--- src/cap_pkg.sv ---
// Shared constants, payload types and fixed-point helpers for the comb/allpass reverb.
`default_nettype none

package cap_pkg;

  // Channel count and per-channel store depths
  localparam int CHANNELS      = 2;
  localparam int COMB_A_DEPTH  = 2048;
  localparam int COMB_B_DEPTH  = 4096;
  localparam int ALLPASS_DEPTH = 512;

  // Field and datapath widths
  localparam int SampleW = 16;
  localparam int DataW   = 24;
  localparam int CoefW   = 17;
  localparam int FbW     = 16;
  localparam int MulAW   = 25;
  localparam int MulBW   = 18;
  localparam int ProdW   = MulAW + MulBW;
  localparam int AccW    = ProdW + 1;
  localparam int LanesW  = 2;

  // Register widths
  localparam int RoomW = 17;
  localparam int DampW = 17;
  localparam int MixW  = 17;
  localparam int LenAW = 12;
  localparam int LenBW = 13;
  localparam int LenPW = 10;

  localparam int ChanW = (CHANNELS > 1) ? $clog2(CHANNELS) : 1;

  // Position and memory address widths
  localparam int PosAW  = $clog2(COMB_A_DEPTH);
  localparam int PosBW  = $clog2(COMB_B_DEPTH);
  localparam int PosPW  = $clog2(ALLPASS_DEPTH);
  localparam int MemADepth = COMB_A_DEPTH * CHANNELS;
  localparam int MemBDepth = COMB_B_DEPTH * CHANNELS;
  localparam int MemPDepth = ALLPASS_DEPTH * CHANNELS;
  localparam int AddrAW = $clog2(MemADepth);
  localparam int AddrBW = $clog2(MemBDepth);
  localparam int AddrPW = $clog2(MemPDepth);

  function automatic int max2(input int a, input int b);
    return (a > b) ? a : b;
  endfunction

  // Width for comparing positions against lengths and depths
  localparam int LenCmpW = max2(max2(max2(PosAW, PosBW), PosPW) + 1,
                                max2(max2(LenAW, LenBW), LenPW));

  // Clearing pass covers the largest store
  localparam int ClrLen = max2(max2(MemADepth, MemBDepth), MemPDepth);
  localparam int ClrW   = $clog2(ClrLen);

  // Frame queue between front and back
  localparam int QDepth = 2;
  localparam int QPtrW  = (QDepth > 1) ? $clog2(QDepth) : 1;
  localparam int QCntW  = $clog2(QDepth + 1);

  // Coefficient constants
  localparam logic [CoefW-1:0] Q16One = CoefW'(65536);
  localparam logic [FbW-1:0]   FbBase = FbW'(45875);
  localparam logic [31:0]      FbSpan = 32'd18350;

  // Saturation bounds
  localparam logic signed [AccW-1:0] S24Hi = AccW'(8388607);
  localparam logic signed [AccW-1:0] S24Lo = AccW'(-8388608);
  localparam logic signed [AccW-1:0] S16Hi = AccW'(32767);
  localparam logic signed [AccW-1:0] S16Lo = AccW'(-32768);
  localparam logic signed [AccW-1:0] RndHalf = AccW'(32768);

  // Configuration port
  localparam int ApbDataW = 32;
  localparam int PaddrW   = 5;
  localparam int RegIdxW  = PaddrW - 2;

  localparam logic [RegIdxW-1:0] RegRoom    = RegIdxW'(0);
  localparam logic [RegIdxW-1:0] RegDamp    = RegIdxW'(1);
  localparam logic [RegIdxW-1:0] RegMix     = RegIdxW'(2);
  localparam logic [RegIdxW-1:0] RegLenA    = RegIdxW'(3);
  localparam logic [RegIdxW-1:0] RegLenB    = RegIdxW'(4);
  localparam logic [RegIdxW-1:0] RegLenP    = RegIdxW'(5);

  localparam logic [LenAW-1:0] LenAReset = LenAW'(1728);
  localparam logic [LenBW-1:0] LenBReset = LenBW'(2256);
  localparam logic [LenPW-1:0] LenPReset = LenPW'(384);

  typedef struct packed {
    logic signed [SampleW-1:0] left_in;
    logic signed [SampleW-1:0] right_in;
  } in_frame_t;

  typedef struct packed {
    logic signed [SampleW-1:0] left_out;
    logic signed [SampleW-1:0] right_out;
  } out_frame_t;

  typedef struct packed {
    logic [CoefW-1:0] damp;
    logic [CoefW-1:0] one_minus_damp;
    logic [CoefW-1:0] mix;
    logic [CoefW-1:0] one_minus_mix;
    logic [FbW-1:0]   fb;
    logic [LenAW-1:0] len_a;
    logic [LenBW-1:0] len_b;
    logic [LenPW-1:0] len_p;
  } cap_cfg_t;

  typedef struct packed {
    logic clearing;
  } cap_status_t;

  // Round half up and drop 16 fraction bits
  function automatic logic signed [AccW-1:0] rnd16(input logic signed [AccW-1:0] v);
    logic signed [AccW-1:0] t;
    t = v + RndHalf;
    return t >>> 16;
  endfunction

  function automatic logic signed [DataW-1:0] sat24(input logic signed [AccW-1:0] v);
    logic signed [AccW-1:0] t;
    t = (v > S24Hi) ? S24Hi : ((v < S24Lo) ? S24Lo : v);
    return t[DataW-1:0];
  endfunction

  function automatic logic signed [SampleW-1:0] sat16(input logic signed [AccW-1:0] v);
    logic signed [AccW-1:0] t;
    t = (v > S16Hi) ? S16Hi : ((v < S16Lo) ? S16Lo : v);
    return t[SampleW-1:0];
  endfunction

  // Step a delay position, wrapping at the clamped length
  function automatic logic [LenCmpW-1:0] next_pos(input logic [LenCmpW-1:0] pos,
                                                  input logic [LenCmpW-1:0] len,
                                                  input logic [LenCmpW-1:0] depth);
    logic [LenCmpW-1:0] le;
    logic [LenCmpW-1:0] p1;
    le = (len == '0) ? LenCmpW'(1) : ((len > depth) ? depth : len);
    p1 = pos + LenCmpW'(1);
    return (p1 >= le) ? '0 : p1;
  endfunction

endpackage

`default_nettype wire

--- src/cap_frame_queue.sv ---
// Front end: accepts input frames into a short queue ahead of the engine.
`default_nettype none

module cap_frame_queue
  import cap_pkg::*;
(
  input  wire logic        clk_i,
  input  wire logic        rst_ni,
  input  wire logic        in_valid_i,
  output logic             in_ready_o,
  input  wire in_frame_t   in_data_i,
  input  wire cap_status_t status_i,
  output logic             q_valid_o,
  input  wire logic        q_ready_i,
  output in_frame_t        q_data_o
);

  in_frame_t        slot_q [QDepth];
  logic [QPtrW-1:0] wptr_q, rptr_q;
  logic [QCntW-1:0] cnt_q;
  logic             push, pop;

  // Hold off input while the stores are being cleared
  assign in_ready_o = (cnt_q < QCntW'(QDepth)) && !status_i.clearing;
  assign q_valid_o  = (cnt_q != '0);
  assign q_data_o   = slot_q[rptr_q];
  assign push       = in_valid_i && in_ready_o;
  assign pop        = q_valid_o && q_ready_i;

  // Store the transfer payload
  always_ff @(posedge clk_i) begin
    if (push) begin
      slot_q[wptr_q] <= in_data_i;
    end
  end

  // Advance pointers and count
  always_ff @(posedge clk_i or negedge rst_ni) begin
    if (!rst_ni) begin
      wptr_q <= '0;
      rptr_q <= '0;
      cnt_q  <= '0;
    end else begin
      if (push) begin
        wptr_q <= (wptr_q == QPtrW'(QDepth - 1)) ? '0 : wptr_q + QPtrW'(1);
      end
      if (pop) begin
        rptr_q <= (rptr_q == QPtrW'(QDepth - 1)) ? '0 : rptr_q + QPtrW'(1);
      end
      if (push && !pop) begin
        cnt_q <= cnt_q + QCntW'(1);
      end else if (pop && !push) begin
        cnt_q <= cnt_q - QCntW'(1);
      end
    end
  end

endmodule

`default_nettype wire

--- config.mk ---
export PLATFORM = sky130hd
export DESIGN_NAME = cap_frame_queue
export DESIGN_NICKNAME = d
export VERILOG_FILES = /design/src/cap_pkg.sv /design/src/cap_frame_queue.sv
export SDC_FILE = /design/constraint.sdc
export NUM_CORES = 1
export LEC_CHECK = 0
export BUFFER_PORTS_ARGS = -buffer_cell sky130_fd_sc_hd__clkbuf_2
export CAP_MARGIN = 5
export CORE_UTILIZATION = 35
export CTS_CLUSTER_SIZE = 12
export DETAILED_ROUTE_END_ITERATION = 12
export GPL_TIMING_DRIVEN = 0
export SKIP_LAST_GASP = 1
export SYNTH_ARGS = -nofsm -noshare
export SYNTH_HDL_FRONTEND = slang
export SYNTH_SLANG_ARGS = --single-unit
export TNS_END_PERCENT = 10
--- constraint.sdc ---
create_clock -name clk_i -period 3.5 [get_ports clk_i]
set_input_delay 0.175 -clock clk_i [delete_from_list [all_inputs] [get_ports clk_i]]
set_output_delay 0.175 -clock clk_i [all_outputs]
set_load 0.01 [all_outputs]
Word level (Yosys, flattened, before mapping). Memories as Yosys holds them, arrays and structs flattened. Cells that the tools add are included.

Register bits after elaboration: 4. Bits in latches: 0. Memory bits (writable): 64. Memory bits (read-only): 0. Output and inout port bits: 34. Logic and storage cells: 25. Memories kept: 1.

Add/subtract/negate cells: 4. Multiply operators: 0. Div/mod/pow operators: 0. Order comparisons: 1. Equality and inequality tests: 0. Shift-type cells: 0. Multiplexer cells: 6. Bitwise gates (word level): 0. Reduce and logical (&&, ||, !) cells: 10.

Memories: slot_q (depth 2, bits a word 32, read ports 1, clocked after Yosys merged registers in 0, wr ports 1, RTL line cap_frame_queue.sv:18) `in_frame_t slot_q [QDepth];`.

Operators with widths (count): $logic_and 1x1->1 (5); $mux 1 (4); $mux 2 (2); $reduce_bool 2->1 (2); $logic_not 1->1 (3); $add 1x1->1 const B (2); $add 2x1->2 const B (1); $lt 2x2->1 const B (1); $sub 2x1->2 const B (1).

Depth between registers and ports, before layout. Gate-level depths: netlist of run 1.

Word-level depth: 7. Mapped depth: 7. Depth with buffers taken out: 7.

Worst setup path before layout of run 1. Ideal clock, no wire load.

Kind: register to register. Start: register cnt_q[1]. End: memory slot_q[0][0] (netlist bit) (enable). Setup time: 0.421 ns. Arrival: 2.121 ns. Path slack: 0.958 ns. Cell stages (with the launch flop): 4. Cell sequence: dfrtp_1 -> nor2_1 -> nand2_1 -> nor2_1.

Word-level cells in the longest chain between the ends: 5.

RTL lines: from (decl) (RTL line cap_frame_queue.sv:20) `logic [QCntW-1:0] cnt_q;`; from (signal assigned) (RTL line cap_frame_queue.sv:51) `cnt_q <= cnt_q + QCntW'(1);`; from (signal assigned) (RTL line cap_frame_queue.sv:53) `cnt_q <= cnt_q - QCntW'(1);`; $lt 2x2->1 (RTL line cap_frame_queue.sv:24) `assign in_ready_o = (cnt_q < QCntW'(QDepth)) && !status_i.clearing;`; $logic_and 1x1->1 (RTL line cap_frame_queue.sv:24); net in_ready_o (RTL line cap_frame_queue.sv:10) `output logic in_ready_o,`; $logic_and 1x1->1 (RTL line cap_frame_queue.sv:27) `assign push = in_valid_i && in_ready_o;`; $mux 1 (RTL line cap_frame_queue.sv:32) `if (push) begin`; $mux 1 (implied by the code) (RTL line cap_frame_queue.sv:33) `slot_q[wptr_q] <= in_data_i;`; to (decl) (RTL line cap_frame_queue.sv:18).

The timed path passes the listed nets, and every way through them passes these cells.

Final worst setup path of run 1.
Start: register cnt_q[1]. End: memory slot_q[1][24] (netlist bit) (enable).

Word-level cells in the longest chain between the ends: 5.

RTL lines (RTL line): $lt 2x2->1 (cap_frame_queue.sv:24); $logic_and 1x1->1 (cap_frame_queue.sv:24); $logic_and 1x1->1 (cap_frame_queue.sv:27); $mux 1 (cap_frame_queue.sv:32); $mux 1 (implied by the code) (cap_frame_queue.sv:33).

No other way between the ends.

==> flow_summary.yaml, run 1 <==
pwr:
  overall_power_mw: 2.61
  power.share.switching_pct: 26.6
  leakage_nw: 1.39
  clockPowerShare_pct: 29.9
  power_frac_comb_pct: 30.4
  p_sw_uw: 694
  total_power_divided_by_cell_area_nw_per_um2: 764
  seq_power_share_pct: 39.7
  p_int_mw: 1.92
  vdd_ir_drop_max_v: 0.000362
min_path:
  hold_start: "in_data_i[4]"
  hold_path.class: "input port to register"
  holdPathStages: 1
  worst_hold_endpoint: "slot_q[0][4]$_DFFE_PP_"
placement:
  hpwl_um: 2840
  gp_congestion: 0.594
  cell_count_post_placement: 288
  port-buffer-count: 70
route:
  drt_drc_violations_left: 0
  wl_per_cell_um: 13.8
  detail_route.first_pass.iterations: 4
  finalWirelength_um: 4210
  viasPerCell: 4.31
  via_count: 1315
  drt_initial_violations: 21
  postRouteAntennaNets: 0
sta:
  fmax_mhz: 594
  setup-tns-final_ns: 0
  timing_hold_violations_final: 0
  post-route-min-period_ns: 1.68
  final_min_period_over_clock_period_pct: 48.1
  tightestPinTransition_ns: 0.799
  final.setup_skew_ns: 0.00808
  slew_viol_final: 0
  hold_ws_ns: 0.0203
  slew_headroom_pct: 46.7
  rsz0062_at_grt: "no"
  setup_viol: 0
die:
  design.die.area_um2: 7930
  start_util_pct: 36.4
  placeableCoreArea_um2: 7290
  floorplan.io_pins: 71
  die_w_um: 89.1
  floorplan.rows: 31
  die_h_um: 89.1
synthesis:
  synth.ff_latch_count: 68
  synth_warnings: 0
  synthesis.instances: 118
  synth.avg_cell_area_um2: 22.5
  synth.largest_area_cell: "sky130_fd_sc_hd__edfxtp_1"
  synth_top_area_share_pct: 72.4
  largest_cells_by_area_after_synthesis: "sky130_fd_sc_hd__edfxtp_1 (72%), sky130_fd_sc_hd__mux2_4 (16%), sky130_fd_sc_hd__dfrtp_1 (3.8%), sky130_fd_sc_hd__buf_12 (2.3%), sky130_fd_sc_hd__mux2_2 (1.3%)"
  synth_nets: 156
  mappedNetlistArea_um2: 2650
  synthDistinctLibCells: 14
  part_of_the_yosys_area_used_for_sequential_elements_pct: 76.2
setup_path:
  worst_ep_required_time_ns: 3.47
  critical_path_arrival_ns: 1.65
  crit_start_category: "register"
  critPathMaxFanout: 32
  cpMaxStageDelayCell: "sky130_fd_sc_hd__and3_2"
  crit_path_cell_trace: "nor2_1 > and3_2"
  path_buf_inv: 0
  timing.rr.start: "cnt_q[1]$_DFFE_PN0P_"
  critPathMaxStageDelay_ns: 0.73
  crit_family: "simple AND/OR/NAND/NOR gates"
  reg2reg_depth: 2
  worst-r2r-setup-slack_ns: 1.82
  cp-end-kind: "register"
  timing.setup.critical_path_class: "register to register"
  r2r_end: "slot_q[1][24]$_DFFE_PP_"
cts:
  clock_sink_count: 68
  cts_h_tree_depth: 3
  tritoncts: "built"
  clk_root_buffer_cell: "sky130_fd_sc_hd__clkbuf_8"
  cts-resized-gates: 0
  cts.reportedPaths.clkPinSlew_ns: 0.08
  cts_buf_count: 9
  clk-insertion-delay-late_ns: 0.34
  clock_path_buffers: 2
grt:
  grt_antenna_before_repair: 0
  grt_start_max_net_pins: 33
  vias_in_the_first_global_route: 1313
  grt_first_pass_wirelength_um: 6330
  track_usage_pct: 11.3
  overflow_after_grt: 0
finish:
  fin_nets: 239
  area_growth_pct: 28.9
  finalNonFillerCells: 305
  drive_gt1_share_pct: 60.7
  antenna-diode-count: 0
run:
  max-cap-violations: 0
run_status:
  status: "finished clean"
==> routing by layer <==
metal,up-vias,share of wire (%),global-route usage [%]
li1,622,-,-
met1,640,42,12.2
met2,43,50,19.3
met3,10,5.0,3.14
met4,0,2.8,7.79
met5,-,0,0
==> placed cells by master, fill, tap and decap left out <==
cell and instances:
sky130_fd_sc_hd__and3_2 1, sky130_fd_sc_hd__buf_12 3, sky130_fd_sc_hd__buf_16 1, sky130_fd_sc_hd__buf_6 1, sky130_fd_sc_hd__bufinv_16 3, sky130_fd_sc_hd__clkbuf_2 70, sky130_fd_sc_hd__clkbuf_8 9, sky130_fd_sc_hd__clkinvlp_4 2
sky130_fd_sc_hd__dfrtp_1 4, sky130_fd_sc_hd__dlygate4sd3_1 1, sky130_fd_sc_hd__edfxtp_1 64, sky130_fd_sc_hd__ha_1 1, sky130_fd_sc_hd__inv_1 1, sky130_fd_sc_hd__inv_6 2, sky130_fd_sc_hd__mux2_2 3, sky130_fd_sc_hd__mux2_4 29
sky130_fd_sc_hd__nand2_1 2, sky130_fd_sc_hd__nor2_1 2, sky130_fd_sc_hd__nor2_4 1, sky130_fd_sc_hd__or2_1 1, sky130_fd_sc_hd__xnor2_1 3, sky130_fd_sc_hd__xor2_1 2
==> registers in the layout (all words and copies together), names as in the netlist <==
| register | flops |
|---|---|
| slot_q | 64 |
| wptr_q | 1 |
| cnt_q | 2 |
| rptr_q | 1 |
==> worst max-delay path by stage <==
stage                               from                      end  slack, ns  depth (start not counted)
global route        cnt_q[1]$_DFFE_PN0P_  slot_q[0][24]$_DFFE_PP_       1.64                          4
finish              cnt_q[1]$_DFFE_PN0P_  slot_q[1][24]$_DFFE_PP_       1.82                          2
global placement    cnt_q[1]$_DFFE_PN0P_  slot_q[0][27]$_DFFE_PP_       0.15                          3
floorplan           cnt_q[1]$_DFFE_PN0P_   slot_q[0][0]$_DFFE_PP_       0.96                          3
CTS                 cnt_q[1]$_DFFE_PN0P_  slot_q[1][15]$_DFFE_PP_       1.76                          2
detailed placement  cnt_q[1]$_DFFE_PN0P_  slot_q[1][27]$_DFFE_PP_       1.77                          2
==> Yosys cell counts, drive strengths merged <==
library cell	n
nand2	2
nor2	3
inv	1
and3	1
dfrtp	4
buf	4
edfxtp	64
mux2	32
ha	1
xnor2	3
or2	1
xor2	2
==> power groups by stage <==
stage / registers, mW / logic (mW) / clock network [mW]
2_1_floorplan: 1.05 / 0.578 / 0
3_3_place_gp: 1.05 / 0.796 / 0
3_5_place_dp: 1.06 / 0.816 / 0
4_1_cts: 1.04 / 0.818 / 0.803
5_1_grt: 1.05 / 0.861 / 0.825
6_report: 1.04 / 0.793 / 0.783
==> metrics by stage <==
step | utilization [%] | instance area, um2 | setup slack [ns]
2_1_floorplan | - | 2650 | 0.958
3_3_place_gp | 42.9 | 3130 | 0.153
3_5_place_dp | 43.4 | 3160 | 1.77
4_1_cts | 46.9 | 3420 | 1.76
5_1_grt | 46.9 | 3420 | 1.64
6_report | 46.9 | 3420 | 1.82
==> layout make-up <==
class | count | area, um2
Clock inverter | 7 | 123
Fill cell | 672 | 3870
Multi-Input combinational cell | 45 | 566
Inverter | 1 | 3.75
Sequential cell | 68 | 2020
Tap cell | 99 | 124
Timing Repair Buffer | 72 | 388
Clock buffer | 9 | 124
Buffer | 4 | 71.3
==> worst register-to-register path: stages, from the launching register on <==
cell,delay [ns]
sky130_fd_sc_hd__dfrtp_1,0.40
sky130_fd_sc_hd__nor2_1,0.15
sky130_fd_sc_hd__and3_2,0.73
==> logic make-up after synthesis <==
logic type / count (synthesis) / share of synthesized area (%)
xor+xnor: 5 / 1.65
buf+inv: 5 / 2.83
mux: 32 / 17.7
fa+ha+maj: 1 / 0.471
flops: 68 / 76.2
simple gates: 7 / 1.18
==> repair_timing <==
item / in CTS / in global routing
hold buffers: 1 / 0
buffers inserted: 0 / 0
hold endpoints to repair: 4 / 0
Power figures use the tool's default switching activity.
==> inputs of run 2 (changes only) <==
Clock period 3.5 ns to 1.4 ns, I/O delays scaled along.
==> flow_summary.yaml, run 2 (synthesis gave the netlist of run 1 again) <==
route:
  drt_drc_violations_left: 0
  wl_per_cell_um: 13.7
  drt_initial_violations: 45
  via_count: 1428
  finalWirelength_um: 4670
  viasPerCell: 4.19
  detail_route.first_pass.iterations: 4
  postRouteAntennaNets: 0
setup_path:
  cpMaxStageDelayCell: "sky130_fd_sc_hd__dfrtp_1"
  worst_path_most_repeated_cell: "sky130_fd_sc_hd__buf_6"
  worst_ep_required_time_ns: 1.33
  crit_family: "buffers and inverters"
  cp-end-kind: "primary output"
  critical_path_arrival_ns: 1.42
  critPathMaxStageDelay_ns: 0.38
  worstSetupPathDepth: 4
  path_buf_inv: 3
  crit_path_cell_trace: "buf_6 > buf_12 > mux2_4 > buf_6"
  critPathMaxFanout: 10
  crit_start_category: "register"
  reg2reg_depth: 5
  timing.setup.critical_path_class: "register to primary output"
sta:
  rsz0062_at_grt: "yes"
  setup_viol: 64
  tightestPinTransition_ns: 0.459
  final_min_period_over_clock_period_pct: 107
  timing_hold_violations_final: 0
  slew_headroom_pct: 69.4
  fmax_mhz: 671
  slew_viol_final: 0
  post-route-min-period_ns: 1.49
  final.setup_skew_ns: 0.00956
  final_setup_slack_of_the_worst_path_ns: -0.0914
placement:
  gp_congestion: 0.589
  port-buffer-count: 70
  pre_cts_ws_ns: -0.456
  hpwl_um: 2770
  cell_count_post_placement: 287
pwr:
  power_frac_comb_pct: 33.7
  p_int_mw: 4.75
  vdd_ir_drop_max_v: 0.000937
  total_power_divided_by_cell_area_nw_per_um2: 1710
  power.share.switching_pct: 26.8
  clockPowerShare_pct: 25.8
  p_sw_mw: 1.73
  seq_power_share_pct: 40.5
  overall_power_mw: 6.48
  leakage_nw: 1.54
finish:
  largest-register: "slot_q"
  reg.largest.list: "slot_q: 64 flops, cnt_q: 2 flops"
  drive_gt1_share_pct: 53.3
  area_growth_pct: 42.9
  flip_flop_count_of_the_largest_register_after_layout: 64
  layout_common_cells: "sky130_fd_sc_hd__clkbuf_2 (66), sky130_fd_sc_hd__edfxtp_1 (64), sky130_fd_sc_hd__dlygate4sd3_1 (33)"
  filler_cell_count: 636
  finalNonFillerCells: 341
  mostFrequentLayoutCell: "sky130_fd_sc_hd__clkbuf_2"
  fin_nets: 275
  antenna-diode-count: 0
  regArea_um2: 2020
  multiInputGateArea_um2: 591
die:
  placeableCoreArea_um2: 7290
  die_h_um: 89.1
  floorplan.io_pins: 71
  floorplan.rows: 31
  start_util_pct: 36.4
  design.die.area_um2: 7930
  die_w_um: 89.1
cts:
  clk-insertion-delay-late_ns: 0.33
  clock_sink_count: 68
  cts_h_tree_depth: 3
  cts_buf_count: 9
  clk_root_buffer_cell: "sky130_fd_sc_hd__clkbuf_8"
  cts.reportedPaths.clkPinSlew_ns: 0.06
  clock_path_buffers: 2
  tritoncts: "built"
grt:
  grt_start_max_net_pins: 33
  grt_first_pass_wirelength_um: 6670
  grt_antenna_before_repair: 0
  vias_in_the_first_global_route: 1443
  track_usage_pct: 12.1
  overflow_after_grt: 0
run_status:
  failed_checks: "setup timing"
  status: "complete, but fails checks"
min_path:
  holdPathStages: 3
  hold_path.class: "input port to register"
run:
  max-cap-violations: 0
run 2: changes by cell type in the layout (fill, tap and decap cells not counted), sizes merged, moves of 2 or more:
cell | previous run | this run
clkbuf | 79 | 76
clkinv | 0 | 4
inv | 3 | 1
dlygate4sd3 | 1 | 33
buf | 5 | 12
clkinvlp | 2 | 0
run 2: final cells by class:
cell class,count,share of cell area (%)
sequential,68,53.3
clock inverter,6,2.08
multi-input combinational,46,15.6
tap,99,3.27
inverter,1,0.0990
timing repair buffer,107,20.4
clock buffer,10,3.37
buffer,4,1.88
run 2: path summary, 6_finish.rpt:
path	from	to	slack, ns
min in group asynchronous	rst_ni	wptr_q$_DFFE_PN0P_	0.08
hold reg to reg	cnt_q[0]$_DFFE_PN0P_	cnt_q[0]$_DFFE_PN0P_	0.52
setup reg to reg	cnt_q[1]$_DFFE_PN0P_	cnt_q[1]$_DFFE_PN0P_	-0.05
max in group asynchronous	rst_ni	cnt_q[0]$_DFFE_PN0P_	1.20
hold / removal	q_ready_i	rptr_q$_DFFE_PN0P_	0.03
setup / recovery	rptr_q$_DFFE_PN0P_	q_data_o[17]	-0.09
run 2: power by group through the flow:
| stage | Clock, mW | Combinational, mW | Sequential, mW |
|---|---|---|---|
| 2_1_floorplan | 0 | 1.46 | 2.63 |
| 5_1_grt | 1.81 | 2.36 | 2.64 |
| 3_3_place_gp | 0 | 1.99 | 2.64 |
| 6_report | 1.67 | 2.19 | 2.62 |
| 3_5_place_dp | 0 | 2.01 | 2.65 |
| 4_1_cts | 1.72 | 2.16 | 2.63 |
run 2: through the flow:
step / hold WS (ns) / cell area (um2) / setup TNS [ns] / utilization, %
after global placement: -0.116 / 3150 / -22.98 / 43.2
after CTS: 0.0104 / 3760 / -6.49 / 51.5
after floorplan: -0.226 / 2670 / -6.99 / -
after detailed placement: -0.112 / 3150 / -23.86 / 43.2
final: 0.0350 / 3790 / -3.85 / 52.0
after global routing: 0.0209 / 3790 / -7.90 / 52.0
run 2: worst register-to-register path, delay by kind of cell (launching register included):
| family | cells | cell delay (ns) |
|---|---|---|
| AND/OR/NAND/NOR | 3 | 0.51 |
| flip-flops | 1 | 0.43 |
| adder cells (fa/ha/maj) | 1 | 0.26 |
| XOR/XNOR | 1 | 0.17 |
run 2: routing by layer:
| layer | track usage [%] | vias up | wire length (um) |
|---|---|---|---|
| li1 | - | 694 | - |
| met1 | 13.2 | 687 | 1870 |
| met2 | 21.4 | 43 | 2520 |
| met3 | 4.43 | 4 | 245 |
| met4 | 5.19 | 0 | 34 |
| met5 | 0 | - | 0 |
run 2: what timing repair did:
item / in CTS / in global routing
endpoints found under the hold margin: 68 / 0
pin swaps: 2 / 0
gates cloned: 1 / 0
buffers inserted: 3 / 1
endpoints found under the setup margin: 97 / 65
gates resized for setup: 2 / 8
hold buffers: 33 / 0
