[src/cap_pkg.sv]
// Shared constants, payload types and fixed-point helpers for the comb/allpass reverb.
`default_nettype none

package cap_pkg;

  // Channel count and per-channel store depths
  localparam int CHANNELS      = 2;
  localparam int COMB_A_DEPTH  = 2048;
  localparam int COMB_B_DEPTH  = 4096;
  localparam int ALLPASS_DEPTH = 512;

  // Field and datapath widths
  localparam int SampleW = 16;
  localparam int DataW   = 24;
  localparam int CoefW   = 17;
  localparam int FbW     = 16;
  localparam int MulAW   = 25;
  localparam int MulBW   = 18;
  localparam int ProdW   = MulAW + MulBW;
  localparam int AccW    = ProdW + 1;
  localparam int LanesW  = 2;

  // Register widths
  localparam int RoomW = 17;
  localparam int DampW = 17;
  localparam int MixW  = 17;
  localparam int LenAW = 12;
  localparam int LenBW = 13;
  localparam int LenPW = 10;

  localparam int ChanW = (CHANNELS > 1) ? $clog2(CHANNELS) : 1;

  // Position and memory address widths
  localparam int PosAW  = $clog2(COMB_A_DEPTH);
  localparam int PosBW  = $clog2(COMB_B_DEPTH);
  localparam int PosPW  = $clog2(ALLPASS_DEPTH);
  localparam int MemADepth = COMB_A_DEPTH * CHANNELS;
  localparam int MemBDepth = COMB_B_DEPTH * CHANNELS;
  localparam int MemPDepth = ALLPASS_DEPTH * CHANNELS;
  localparam int AddrAW = $clog2(MemADepth);
  localparam int AddrBW = $clog2(MemBDepth);
  localparam int AddrPW = $clog2(MemPDepth);

  function automatic int max2(input int a, input int b);
    return (a > b) ? a : b;
  endfunction

  // Width for comparing positions against lengths and depths
  localparam int LenCmpW = max2(max2(max2(PosAW, PosBW), PosPW) + 1,
                                max2(max2(LenAW, LenBW), LenPW));

  // Clearing pass covers the largest store
  localparam int ClrLen = max2(max2(MemADepth, MemBDepth), MemPDepth);
  localparam int ClrW   = $clog2(ClrLen);

  // Frame queue between front and back
  localparam int QDepth = 2;
  localparam int QPtrW  = (QDepth > 1) ? $clog2(QDepth) : 1;
  localparam int QCntW  = $clog2(QDepth + 1);

  // Coefficient constants
  localparam logic [CoefW-1:0] Q16One = CoefW'(65536);
  localparam logic [FbW-1:0]   FbBase = FbW'(45875);
  localparam logic [31:0]      FbSpan = 32'd18350;

  // Saturation bounds
  localparam logic signed [AccW-1:0] S24Hi = AccW'(8388607);
  localparam logic signed [AccW-1:0] S24Lo = AccW'(-8388608);
  localparam logic signed [AccW-1:0] S16Hi = AccW'(32767);
  localparam logic signed [AccW-1:0] S16Lo = AccW'(-32768);
  localparam logic signed [AccW-1:0] RndHalf = AccW'(32768);

  // Configuration port
  localparam int ApbDataW = 32;
  localparam int PaddrW   = 5;
  localparam int RegIdxW  = PaddrW - 2;

  localparam logic [RegIdxW-1:0] RegRoom    = RegIdxW'(0);
  localparam logic [RegIdxW-1:0] RegDamp    = RegIdxW'(1);
  localparam logic [RegIdxW-1:0] RegMix     = RegIdxW'(2);
  localparam logic [RegIdxW-1:0] RegLenA    = RegIdxW'(3);
  localparam logic [RegIdxW-1:0] RegLenB    = RegIdxW'(4);
  localparam logic [RegIdxW-1:0] RegLenP    = RegIdxW'(5);

  localparam logic [LenAW-1:0] LenAReset = LenAW'(1728);
  localparam logic [LenBW-1:0] LenBReset = LenBW'(2256);
  localparam logic [LenPW-1:0] LenPReset = LenPW'(384);

  typedef struct packed {
    logic signed [SampleW-1:0] left_in;
    logic signed [SampleW-1:0] right_in;
  } in_frame_t;

  typedef struct packed {
    logic signed [SampleW-1:0] left_out;
    logic signed [SampleW-1:0] right_out;
  } out_frame_t;

  typedef struct packed {
    logic [CoefW-1:0] damp;
    logic [CoefW-1:0] one_minus_damp;
    logic [CoefW-1:0] mix;
    logic [CoefW-1:0] one_minus_mix;
    logic [FbW-1:0]   fb;
    logic [LenAW-1:0] len_a;
    logic [LenBW-1:0] len_b;
    logic [LenPW-1:0] len_p;
  } cap_cfg_t;

  typedef struct packed {
    logic clearing;
  } cap_status_t;

  // Round half up and drop 16 fraction bits
  function automatic logic signed [AccW-1:0] rnd16(input logic signed [AccW-1:0] v);
    logic signed [AccW-1:0] t;
    t = v + RndHalf;
    return t >>> 16;
  endfunction

  function automatic logic signed [DataW-1:0] sat24(input logic signed [AccW-1:0] v);
    logic signed [AccW-1:0] t;
    t = (v > S24Hi) ? S24Hi : ((v < S24Lo) ? S24Lo : v);
    return t[DataW-1:0];
  endfunction

  function automatic logic signed [SampleW-1:0] sat16(input logic signed [AccW-1:0] v);
    logic signed [AccW-1:0] t;
    t = (v > S16Hi) ? S16Hi : ((v < S16Lo) ? S16Lo : v);
    return t[SampleW-1:0];
  endfunction

  // Step a delay position, wrapping at the clamped length
  function automatic logic [LenCmpW-1:0] next_pos(input logic [LenCmpW-1:0] pos,
                                                  input logic [LenCmpW-1:0] len,
                                                  input logic [LenCmpW-1:0] depth);
    logic [LenCmpW-1:0] le;
    logic [LenCmpW-1:0] p1;
    le = (len == '0) ? LenCmpW'(1) : ((len > depth) ? depth : len);
    p1 = pos + LenCmpW'(1);
    return (p1 >= le) ? '0 : p1;
  endfunction

endpackage

`default_nettype wire

[src/cap_cfg_regs.sv]
// APB-style configuration registers and derived coefficients.
`default_nettype none

module cap_cfg_regs
  import cap_pkg::*;
(
  input  wire logic                clk_i,
  input  wire logic                rst_ni,
  input  wire logic                psel,
  input  wire logic                penable,
  input  wire logic                pwrite,
  input  wire logic [PaddrW-1:0]   paddr,
  input  wire logic [ApbDataW-1:0] pwdata,
  output logic      [ApbDataW-1:0] prdata,
  output logic                     pready,
  output cap_cfg_t                 cfg_o
);

  logic [RoomW-1:0] room_q;
  logic [DampW-1:0] damp_q;
  logic [MixW-1:0]  mix_q;
  logic [LenAW-1:0] len_a_q;
  logic [LenBW-1:0] len_b_q;
  logic [LenPW-1:0] len_p_q;
  logic [FbW-1:0]   fb_q, fb_d;
  logic [CoefW-1:0] room_c, damp_c, mix_c;
  logic [31:0]      room_prod;
  logic             wr_en;
  logic [RegIdxW-1:0] reg_idx;

  assign pready  = 1'b1;
  assign wr_en   = psel & penable & pwrite;
  assign reg_idx = paddr[PaddrW-1:2];

  // Write registers on the access cycle
  always_ff @(posedge clk_i or negedge rst_ni) begin
    if (!rst_ni) begin
      room_q  <= '0;
      damp_q  <= '0;
      mix_q   <= '0;
      len_a_q <= LenAReset;
      len_b_q <= LenBReset;
      len_p_q <= LenPReset;
    end else if (wr_en) begin
      unique case (reg_idx)
        RegRoom: room_q  <= pwdata[RoomW-1:0];
        RegDamp: damp_q  <= pwdata[DampW-1:0];
        RegMix:  mix_q   <= pwdata[MixW-1:0];
        RegLenA: len_a_q <= pwdata[LenAW-1:0];
        RegLenB: len_b_q <= pwdata[LenBW-1:0];
        RegLenP: len_p_q <= pwdata[LenPW-1:0];
        default: ;
      endcase
    end
  end

  // Read back
  always_comb begin
    unique case (reg_idx)
      RegRoom: prdata = ApbDataW'(room_q);
      RegDamp: prdata = ApbDataW'(damp_q);
      RegMix:  prdata = ApbDataW'(mix_q);
      RegLenA: prdata = ApbDataW'(len_a_q);
      RegLenB: prdata = ApbDataW'(len_b_q);
      RegLenP: prdata = ApbDataW'(len_p_q);
      default: prdata = '0;
    endcase
  end

  // Clamp fractions to one
  assign room_c = (room_q > Q16One) ? Q16One : room_q;
  assign damp_c = (damp_q > Q16One) ? Q16One : damp_q;
  assign mix_c  = (mix_q  > Q16One) ? Q16One : mix_q;

  // Comb feedback 0.7 + 0.28 * room, registered after the multiply
  assign room_prod = 32'(room_c) * FbSpan;
  assign fb_d      = FbBase + room_prod[31:16];

  always_ff @(posedge clk_i or negedge rst_ni) begin
    if (!rst_ni) begin
      fb_q <= FbBase;
    end else begin
      fb_q <= fb_d;
    end
  end

  assign cfg_o.damp           = damp_c;
  assign cfg_o.one_minus_damp = Q16One - damp_c;
  assign cfg_o.mix            = mix_c;
  assign cfg_o.one_minus_mix  = Q16One - mix_c;
  assign cfg_o.fb             = fb_q;
  assign cfg_o.len_a          = len_a_q;
  assign cfg_o.len_b          = len_b_q;
  assign cfg_o.len_p          = len_p_q;

endmodule

`default_nettype wire

[config.mk]
export PLATFORM = sky130hd
export DESIGN_NAME = cap_cfg_regs
export DESIGN_NICKNAME = d
export VERILOG_FILES = /design/src/cap_pkg.sv /design/src/cap_cfg_regs.sv
export SDC_FILE = /design/constraint.sdc
export NUM_CORES = 1
export LEC_CHECK = 0
export CAP_MARGIN = 15
export CORE_ASPECT_RATIO = 0.5
export CORE_MARGIN = 2
export CORE_UTILIZATION = 40
export CTS_BUF_LIST = sky130_fd_sc_hd__clkbuf_16
export DETAILED_ROUTE_END_ITERATION = 8
export DONT_BUFFER_PORTS = 1
export HOLD_SLACK_MARGIN = 0.12
export SLEW_MARGIN = 25
export SYNTH_ARGS = -nofsm -noshare
export SYNTH_HDL_FRONTEND = slang
export SYNTH_SLANG_ARGS = --single-unit
[constraint.sdc]
create_clock -name clk_i -period 9.72 [get_ports clk_i]
set_input_delay 0.486 -clock clk_i [delete_from_list [all_inputs] [get_ports clk_i]]
set_output_delay 0.486 -clock clk_i [all_outputs]
set_load 0.01 [all_outputs]
== Word level (Yosys, flattened, before mapping) ==
Cells that the tools add are included.

* Bits of input ports: 42
* Word-level logic and storage cells: 32
* Register bits after elaboration: 102
* Output and inout bits: 152

* Order comparisons: 3
* Mux-type cells: 4
* $mul: 1
* Eq/ne operators: 5
* Bitwise operators: 2
* Add/subtract/negate cells: 3
* Reductions and logical operators: 7

{| class="wikitable"
|+ Operators with widths
! operator !! number
|-
| case mux 17 bit (6 select lines) || 1
|-
| greater-than comparator 17 bit (second input constant) || 3
|-
| two-way mux 17 bit || 3
|-
| subtractor 17 bit (first input constant) || 2
|-
| multiplier 17 x 14 -> 31 bit (second input constant) || 1
|-
| adder 16 bit (first input constant) || 1
|-
| AND reduction 2 bit || 6
|-
| equality test 3 x 2 -> 1 bit (second input constant) || 2
|-
| equality test 3 bit (second input constant) || 2
|-
| equality test 3 x 1 -> 1 bit (second input constant) || 1
|-
| logical NOT 3 bit || 1
|-
| AND 1 bit || 2
|}

== Logic depth before layout (Yosys ltp) ==
Gate-level depths: netlist of the first run.

* Word-level depth: 4
* Gate-level depth with buffers: 31
* Mapped depth without buffers: 29

== Worst setup path after synthesis of the first run ==
OpenSTA, ideal clock, no wires.

* Kind: register to register
* Start point: register room_q[8]
* End point: register fb_q[14]
* Stages on the path, launching flop included: 31
* Setup time: 125 ps
* Clock period less this slack: 7187 ps
* Data required time: 9595 ps
* Data arrival time: 7063 ps
* Path slack: 2533 ps
* Buffers on the path: 2
* Cell sequence: dfrtp_1 > clkbuf_1 > nor4_1 > nand4_1 > nand2_1 > clkbuf_1 > nand2_1 > inv_1 > ha_1 > fa_1 > fa_1 > inv_1 > fa_1 > fa_1 > inv_1 > fa_1 > ha_1 > nand2_1 > a2111oi_2 > o31ai_1 > nand2_1 > xor2_1 > inv_1 > ha_1 > nor3_1 > a221oi_4 > o21ai_2 > a21oi_1 > a21oi_1 > o221ai_1 > xnor2_1

* Cells in the longest elaborated chain, start to end: 4

{| class="wikitable"
|+ RTL lines
! what !! RTL line !! source
|-
| start, declared || cap_cfg_regs.sv:19 || <nowiki>logic [RoomW-1:0] room_q;</nowiki>
|-
| start signal, assigned || cap_cfg_regs.sv:46 || <nowiki>RegRoom: room_q <= pwdata[RoomW-1:0];</nowiki>
|-
| greater-than comparator 17 bit || cap_cfg_regs.sv:71 || <nowiki>assign room_c = (room_q > Q16One) ? Q16One : room_q;</nowiki>
|-
| two-way mux 17 bit * || cap_cfg_regs.sv:71 ||
|-
| multiplier 17 x 14 -> 31 bit * || cap_cfg_regs.sv:76 || <nowiki>assign room_prod = 32'(room_c) * FbSpan;</nowiki>
|-
| adder 16 bit * || cap_cfg_regs.sv:77 || <nowiki>assign fb_d = FbBase + room_prod[31:16];</nowiki>
|-
| net fb_d[14] || cap_cfg_regs.sv:25 || <nowiki>logic [FbW-1:0] fb_q, fb_d;</nowiki>
|-
| end signal, assigned || cap_cfg_regs.sv:81 || <nowiki>fb_q <= FbBase;</nowiki>
|-
| end, declared || cap_cfg_regs.sv:25 ||
|}

Mark *: on every way through the listed nets, which the timed path passes. The rest lies on a longest branch.
A chain may end at the register's enable or synchronous reset.

== Worst setup path in the final report of the first run ==
* Start point: register room_q[3]
* End point: register fb_q[14]

Same word-level chain as after synthesis.

==> flow_summary_export.csv, run 1 <==
group,metric,value,unit
yosys,synth.distinct_cells,77,
cts,clock_sinks,102,
setup_path,cp.required,9.97,ns
yosys,synth_xor_area_share,5.93,%
timing,skew,0.0245,ns
final_layout,nets,1345,
placement,dpl_cell_area,0.0113,mm2
grt,grt_max_degree,103,
cts,clockBufferDepth,2,
final_layout,nFillCells,2577,
floorplan,die_h,122,um
timing,fmax,121,MHz
yosys,ys.warnings.count,0,
route,viasPerCell,5.43,
floorplan,io_pins,194,
final_layout,area_growth,5.03,%
placement,gp_congestion,0.887,
final_layout,drive_above_1_share,14.7,%
status,status,"finished clean",
route,drtIter0Drc,615,
hold_path,hold_start,"pwdata[4]",
yosys,synth-compound-area-share,9.58,%
setup_path,critical-path-slowest-cell,"dfrtp_1",
setup_path,path_class,"reg2reg",
timing,rsz0062_at_grt,"false",
final_layout,diodes,0,
route,num_vias,7972,
placement,io_buffer_count,0,
cts,cts_root_buffer,"clkbuf_16",
setup_path,setup.worst_path.start_class,"flop",
grt,grt_pass1_vias,8219,
timing,slew_viol_final,0,
floorplan,start_util,41.3,%
setup_path,cp_common_cell,"fa_1",
yosys,synth_edf_count,0,
yosys,synth_area,0.0111,mm2
grt,grtUsageTotal,20.0,%
cts,htreeDepth,3,
setup_path,crit_path_start,"room_q[3]",
job,maxCapViolations,0,
yosys,async_reset_ff_share,100,%
route,drc_errors,0,
setup_path,worstReg2RegStart,"room_q[3]",
placement,hpwlAfterDp,22500,um
yosys,synth.ff_latch_count,102,
route,firstDrtPassIters,5,
setup_path,critPathMaxStageDelay,0.57,ns
yosys,muxShareOfSynthArea,11.8,%
timing,period_share,85.1,%
timing,hold_viol,0,
floorplan,die_area,0.0291,mm2
yosys,yosys.area_share.simple,13.7,%
timing,tightest_slew,1.16,ns
floorplan,rows,42,
route,ant_nets,0,
setup_path,cp-end-kind,"flop",
route,drt_wl_total,28200,um
final_layout,final_area,0.0116,mm2
grt,grt_pass1_wl,45200,um
cts,ctsResizeCount,0,
timing,slew_headroom,22.7,%
yosys,synth_top_family_by_area,"adder cells",
hold_path,hold_class,"in2reg",
yosys,ys_seq_area_share,23.3,%
grt,antenna_found_initial,0,
grt,grt_overflow,0,
floorplan,core_area,0.0268,mm2
yosys,synth_fa_ha_area_share,27.8,%
cts,clkLatencyLatePin,0.38,ns
cts,cts_tree,"built",
setup_path,critPathArrivalTime,8.53,ns
timing,hold_ws,0.247,ns
yosys,synthFlopType,"dfrtp_1",
cts,cts_made_buffers,9,
timing,setup_violations,0,
yosys,synth.avg_cell_area,9.63,um2
setup_path,cp_max_fo,22,
floorplan,die_w,239,um
timing,fin_crit,8.27,ns
timing,finalSetupTns,0,ns
yosys,syn_inst,1149,
route,wl_per_cell,19.2,um
cts,clkTransAtPathRegs,0.09,ns
[layout by cell type (no fill, tap or decap), types with 6 or more instances in the layout]
| cell | instances |
|---|---|
| o21ai_0 | 32 |
| nand4_1 | 8 |
| nor2_1 | 69 |
| nor2b_1 | 36 |
| mux2_2 | 91 |
| nand2b_1 | 9 |
| a31oi_1 | 9 |
| a21oi_1 | 38 |
| clkbuf_16 | 9 |
| nor3_2 | 6 |
| dfstp_2 | 19 |
| xor2_1 | 37 |
| conb_1 | 16 |
| and2_1 | 14 |
| inv_1 | 143 |
| dfrtp_1 | 83 |
| nor3_1 | 16 |
| a21o_1 | 10 |
| ha_1 | 107 |
| nand3_1 | 16 |
| xnor2_1 | 36 |
| fa_1 | 86 |
| nand2_1 | 83 |
| nor4_1 | 13 |
| mux2i_1 | 23 |
| o221ai_1 | 6 |
[worst max-delay path, delay by kind of cell (launching register included)]
family	cells	cell delay (ns)
DFF	1	0.57
xor gates and xnor gates	2	0.40
AOI/OAI and AO/OA	7	1.23
adders and majority gates	8	3.45
buffers and inverters	4	0.46
and+or+nand+nor	7	2.03
[synthesized netlist by cell type, types with 3 or more instances]
master      n  area, um2
a211oi_1    3       22.5
a21o_1     10       75.1
a21oi_1    38        190
a22oi_1     5       37.5
a31oi_1     9       56.3
and2_1     14       87.6
and3_1      4       25.0
buf_1       6       22.5
buf_4      19        143
clkbuf_1   43        161
dfrtp_1    83       2080
dfstp_2    19        499
fa_1       86       1720
ha_1      107       1340
inv_1     143        537
mux2_2     91       1020
mux2i_1    23        230
nand2_1    83        312
nand2b_1    9       56.3
nand3_1    16       80.1
nand4_1     8       50.1
nor2_1     69        259
nor2b_1    36        225
nor3_1     18       90.1
nor3_2      4       40.0
nor3b_1     4       30.0
nor4_1     13       81.3
o21a_1      3       22.5
o21ai_0    32        160
o21ai_1     3       15.0
o21ai_2     3       26.3
o21bai_1    4       30.0
o221ai_1    6       52.6
o22ai_1     5       31.3
or3_1       5       31.3
xnor2_1    36        315
xor2_1     37        324
[registers in the layout, indices dropped and copies added, names as in the netlist]
name     cells
len_b_q     13
fb_q        16
damp_q      17
len_p_q     10
len_a_q     12
mix_q       17
room_q      17
[final timing paths]
kind / slack [ns] / cells after the start / to
hold / removal: 0.25 / 1 / room_q[4]
min in group asynchronous: 0.75 / 2 / damp_q[16]
setup / recovery: 1.45 / 28 / fb_q[14]
hold reg to reg: 0.58 / 1 / damp_q[10]
setup reg to reg: 1.45 / 28 / fb_q[14]
max in group asynchronous: 8.55 / 2 / fb_q[8]
[layer usage]
layer / wire length [um] / vias up / global-route usage (%)
li1: - / 3749 / -
met1: 13600 / 3960 / 28.0
met2: 12400 / 238 / 31.3
met3: 1840 / 25 / 4.89
met4: 391 / 0 / 4.69
met5: 0 / - / 0
[metrics by stage]
step | setup slack, ns | util (%) | cells
after floorplan | 2.53 | - | 1163
after global placement | 1.55 | 42.0 | 1449
after detailed placement | 1.49 | 42.0 | 1449
after CTS | 1.44 | 43.3 | 1467
after global routing | 0.818 | 43.3 | 1467
final | 1.45 | 43.3 | 1467
[area by class of cell]
cell class / instances / area [um2] / area share, %
Inverter: 143 / 537 / 4.62
Clock inverter: 7 / 97.6 / 0.840
Tap cell: 352 / 440 / 3.79
Multi-Input combinational cell: 848 / 7670 / 66.1
Sequential cell: 102 / 2580 / 22.2
Clock buffer: 9 / 225 / 1.94
Timing Repair Buffer: 6 / 67.6 / 0.582
[cell families (layout without fill, tap and decap cells)]
kind of cell | count (synthesis) | in the layout
flip-flops | 102 | 102
multiplexers | 116 | 116
other | 2 | 16
buffers and inverters | 213 | 165
XOR/XNOR | 74 | 74
AND/OR/NAND/NOR | 298 | 298
AO/OA/AOI/OAI | 150 | 150
adder cells (fa/ha/maj) | 194 | 194
[timing repair]
item	in CTS	in global routing
endpoints found under the setup margin	0	0
hold buffers	2	0
endpoints found under the hold margin	102	0
buffers inserted	0	0
Power of run 1 is left out: the tool's default activity adds up to more than one toggle a clock period on the data nets, which glitch-free logic cannot reach.
==> run 2, diff against run 1 <==
==> constraint.sdc (replaced) <==
create_clock -name clk_i -period 9.72 [get_ports clk_i]
set_input_delay 1.944 -clock clk_i [delete_from_list [all_inputs] [get_ports clk_i]]
set_output_delay 1.944 -clock clk_i [all_outputs]
set_load 0.01 [all_outputs]
==> flow_summary_export.csv, run 2 (synthesis gave the netlist of run 1 again) <==
group,metric,value,unit
route,wl_per_cell,19.4,um
hold_path,whs_path_depth,1,
final_layout,fin_cells,1464,
setup_path,cp-end-kind,"flop",
placement,numPlacedInstances,1448,
route,ant_nets,0,
grt,grt_pass1_vias,8161,
final_layout,nets,1342,
final_layout,final_common_cell,"inv_1",
setup_path,cp_common_cell,"fa_1",
route,drtIter0Drc,535,
timing,hold_viol,0,
status,status,"finished clean",
grt,grt_pass1_wl,45500,um
job,maxCapViolations,0,
grt,antenna_found_initial,0,
final_layout,area_growth,4.59,%
placement,dp_worst_setup_slack,1.55,ns
cts,cts_tree,"built",
cts,clkTransAtPathRegs,0.09,ns
floorplan,die_area,0.0291,mm2
timing,tightest_slew,0.992,ns
cts,htreeDepth,3,
placement,io_buffer_count,0,
cts,cts_root_buffer,"clkbuf_16",
placement,hpwlAfterDp,22600,um
final_layout,diodes,0,
route,num_vias,7981,
timing,fmax,123,MHz
timing,rsz0062_at_grt,"false",
timing,period_share,83.7,%
timing,fin_crit,8.13,ns
route,drc_errors,0,
cts,clkLatencyLatePin,0.38,ns
setup_path,crit_family,"adder cells",
timing,layout_setup_ws,1.59,ns
placement,dpl_cell_area,0.0113,mm2
setup_path,cp_max_fo,22,
grt,grt_overflow,0,
final_layout,final_cell_mix,"143 x inv_1, 107 x ha_1, 91 x mux2_2, 86 x fa_1",
final_layout,final_area,0.0116,mm2
floorplan,rows,42,
floorplan,start_util,41.3,%
timing,skew,0.0240,ns
grt,grtUsageTotal,20.2,%
setup_path,worstRegToRegCells,26,
cts,postCtsSetupBuffers,0,
setup_path,path_class,"reg2reg",
setup_path,setup.worst_path.start_class,"flop",
cts,clockBufferDepth,2,
timing,finalSetupTns,0,ns
final_layout,drive_above_1_share,14.7,%
floorplan,die_h,122,um
hold_path,hold_start,"damp_q[10]",
cts,cts_made_buffers,9,
setup_path,cp.required,9.97,ns
setup_path,worstSetupPathDepth,26,
setup_path,critPathArrivalTime,8.38,ns
timing,slew_viol_final,0,
route,firstDrtPassIters,7,
grt,grt_max_degree,103,
hold_path,hold-path-endpoint,"damp_q[10]",
setup_path,critical-path-slowest-cell,"dfrtp_1",
timing,setup_violations,0,
placement,gp_congestion,0.898,
hold_path,hold_class,"reg2reg",
setup_path,rr_endpoint,"fb_q[14]",
cts,clock_sinks,102,
setup_path,critPathMaxStageDelay,1.00,ns
setup_path,worstReg2RegStart,"room_q[16]",
cts,ctsHoldBuffers,0,
cts,ctsResizeCount,0,
timing,slew_headroom,33.8,%
route,viasPerCell,5.45,
floorplan,core_area,0.0268,mm2
setup_path,worst-r2r-setup-slack,1.59,ns
route,drt_wl_total,28500,um
final_layout,top_regs,"damp_q: 17 flops, mix_q: 17 flops, room_q: 17 flops",
floorplan,io_pins,194,
floorplan,die_w,239,um
setup_path,crit_buf_inv,4,
-- run 2: cell count changes in the layout (fill, tap and decap cells not counted) --
cell,before,now
nor3_2,6,5
inv_6,4,1
buf_4,4,3
nor2_2,0,1
clkinv_4,0,1
dlygate4sd3_1,1,0
inv_8,0,1
bufinv_16,1,0
inv_12,0,1
nor2_1,69,68
nor3_4,0,1
clkinvlp_4,0,1
buf_16,1,0
-- run 2: worst reg2reg max path: cells and delay by family, from the launching register on --
family / cells / cell delay [ns]
adders and majority gates: 8 / 3.50
and+or+nand+nor: 5 / 1.47
AOI/OAI and AO/OA: 7 / 1.23
DFF: 1 / 1.00
xor gates and xnor gates: 2 / 0.43
buffers and inverters: 4 / 0.39
-- run 2: final cells by class --
type / count / area (um2)
flip-flops and latches: 102 / 2580
multi-input cells: 848 / 7680
clock buffers: 9 / 225
inverters: 143 / 537
well taps: 352 / 440
repair buffers: 3 / 22.5
fillers: 2606 / 15200
clock inverters: 7 / 85.1
-- run 2: per-stage QoR --
step	utilization (%)	hold WS, ns
2_1_floorplan	-	0.512
3_3_place_gp	42.0	0.555
3_5_place_dp	42.0	0.562
4_1_cts	43.2	0.583
5_1_grt	43.2	0.600
6_report	43.2	0.591
-- run 2: worst max path at each step --
stage | to | from
floorplan | fb_q[14] | room_q[8]
global placement | fb_q[14] | room_q[16]
detailed placement | fb_q[14] | room_q[16]
CTS | fb_q[14] | room_q[16]
global route | fb_q[14] | room_q[16]
finish | fb_q[14] | room_q[16]
-- run 2: per-layer routing --
metal | track usage (%) | wire, um | up-vias
met5 | 0 | 0 | -
met4 | 4.61 | 447 | 0
met3 | 4.06 | 1660 | 28
met2 | 31.8 | 12600 | 238
met1 | 28.8 | 13800 | 3981
li1 | - | - | 3734
Power of run 2 is left out for the same reason.
==> run 3, diff against run 2 <==
==> constraint.sdc (replaced) <==
create_clock -name clk_i -period 8.5 [get_ports clk_i]
set_input_delay 1.7 -clock clk_i [delete_from_list [all_inputs] [get_ports clk_i]]
set_output_delay 1.7 -clock clk_i [all_outputs]
set_load 0.01 [all_outputs]
==> flow_summary_export.csv, run 3 (synthesis gave the netlist of run 1 again) <==
group,metric,value,unit
placement,dp_worst_setup_slack,0.373,ns
floorplan,die_area,0.0291,mm2
placement,gp_congestion,0.894,
route,drtIter0Drc,490,
setup_path,cp_common_cell,"fa_1",
grt,antenna_found_initial,0,
cts,cts_tree,"built",
cts,clkTransAtPathRegs,0.08,ns
cts,clock_sinks,102,
timing,period_share,92.8,%
cts,postCtsSetupBuffers,0,
floorplan,rows,42,
setup_path,cp_max_fo,15,
final_layout,diodes,0,
timing,slew_headroom,45.9,%
timing,hold_viol,0,
timing,fin_crit,7.89,ns
setup_path,worstReg2RegStart,"room_q[6]",
grt,grtUsageTotal,20.3,%
final_layout,nets,1354,
grt,grt_max_degree,103,
route,drc_errors,0,
timing,tightest_slew,0.810,ns
hold_path,hold_class,"reg2reg",
final_layout,top_regs,"damp_q: 17 flops, mix_q: 17 flops, room_q: 17 flops",
cts,ctsHoldBuffers,0,
route,viasPerCell,5.43,
setup_path,critPathArrivalTime,8.14,ns
timing,fmax,127,MHz
timing,setup_violations,0,
final_layout,fin_cells,1476,
final_layout,area_growth,5.20,%
job,maxCapViolations,0,
final_layout,final_cell_mix,"143 x inv_1, 107 x ha_1, 91 x mux2_2, 86 x fa_1, 83 x dfrtp_1",
cts,cts_root_buffer,"clkbuf_16",
grt,grt_overflow,0,
final_layout,drive_above_1_share,15.7,%
cts,cts_made_buffers,9,
cts,clockBufferDepth,2,
cts,ctsResizeCount,0,
placement,numPlacedInstances,1460,
cts,clkLatencyLatePin,0.37,ns
route,firstDrtPassIters,5,
floorplan,start_util,41.3,%
setup_path,cp.required,8.75,ns
grt,grt_pass1_wl,45800,um
setup_path,setup.worst_path.start_class,"flop",
setup_path,cp-end-kind,"flop",
grt,grt_pass1_vias,8405,
setup_path,critPathMaxStageDelay,0.55,ns
route,num_vias,8020,
route,ant_nets,0,
floorplan,die_w,239,um
timing,hold_ws,0.586,ns
setup_path,critical-path-slowest-cell,"dfrtp_1",
placement,io_buffer_count,0,
cts,htreeDepth,3,
final_layout,final_common_cell,"inv_1",
placement,hpwlAfterDp,22900,um
floorplan,io_pins,194,
timing,layout_setup_ws,0.613,ns
timing,slew_viol_final,0,
route,wl_per_cell,19.3,um
floorplan,die_h,122,um
status,status,"finished clean",
timing,finalSetupTns,0,ns
setup_path,crit_path_start,"room_q[6]",
setup_path,path_class,"reg2reg",
hold_path,hold_start,"room_q[14]",
final_layout,nFillCells,2605,
route,drt_wl_total,28400,um
timing,skew,0.00595,ns
floorplan,core_area,0.0268,mm2
timing,rsz0062_at_grt,"false",
## run 3: cell count changes in the layout (fill, tap and decap cells not counted), sizes merged
cell and delta:
buf +12, clkinvlp -1, inv +1
## run 3: path summary, 6_finish.rpt
check / endpoint / slack (ns) / depth (start not counted)
worst min register to register: room_q[14] / 0.59 / 1
min in group asynchronous: len_b_q[10] / 1.02 / 0
worst max register to register: fb_q[14] / 0.61 / 28
worst min-delay path: room_q[14] / 0.59 / 1
worst max-delay path: fb_q[14] / 0.61 / 28
max in group asynchronous: len_b_q[4] / 7.21 / 0
## run 3: per-layer routing
layer	part of all wire (%)	routed length [um]	track usage, %	vias up
met2	44	12500	31.7	249
li1	-	-	-	3762
met3	6.7	1910	5.69	45
met1	47	13300	27.3	3964
met4	2.5	720	6.84	0
met5	0	0	0	-
## run 3: area by class of cell
| type | count | area (um2) | share of cell area (%) |
|---|---|---|---|
| repair buffers | 15 | 113 | 0.968 |
| multi-input cells | 848 | 7680 | 66.0 |
| flip-flops and latches | 102 | 2580 | 22.1 |
| well taps | 352 | 440 | 3.78 |
| clock inverters | 7 | 66.3 | 0.570 |
| inverters | 143 | 537 | 4.61 |
| clock buffers | 9 | 225 | 1.94 |
## run 3: worst max-delay path: cells and delay by family, from the launching register on
| family | cells | cell delay (ns) |
|---|---|---|
| fa+ha+maj | 8 | 3.44 |
| buf+inv | 4 | 0.42 |
| flops | 1 | 0.55 |
| xor+xnor | 2 | 0.41 |
| compound gates | 7 | 1.24 |
| simple gates | 7 | 1.72 |
## run 3: stage by stage
| stage | instance area, um2 | utilization [%] |
|---|---|---|
| floorplan | 11100 | - |
| global placement | 11300 | 42.3 |
| detailed placement | 11300 | 42.3 |
| CTS | 11600 | 43.4 |
| global route | 11600 | 43.4 |
| finish | 11600 | 43.4 |
Power of run 3 is left out for the same reason.
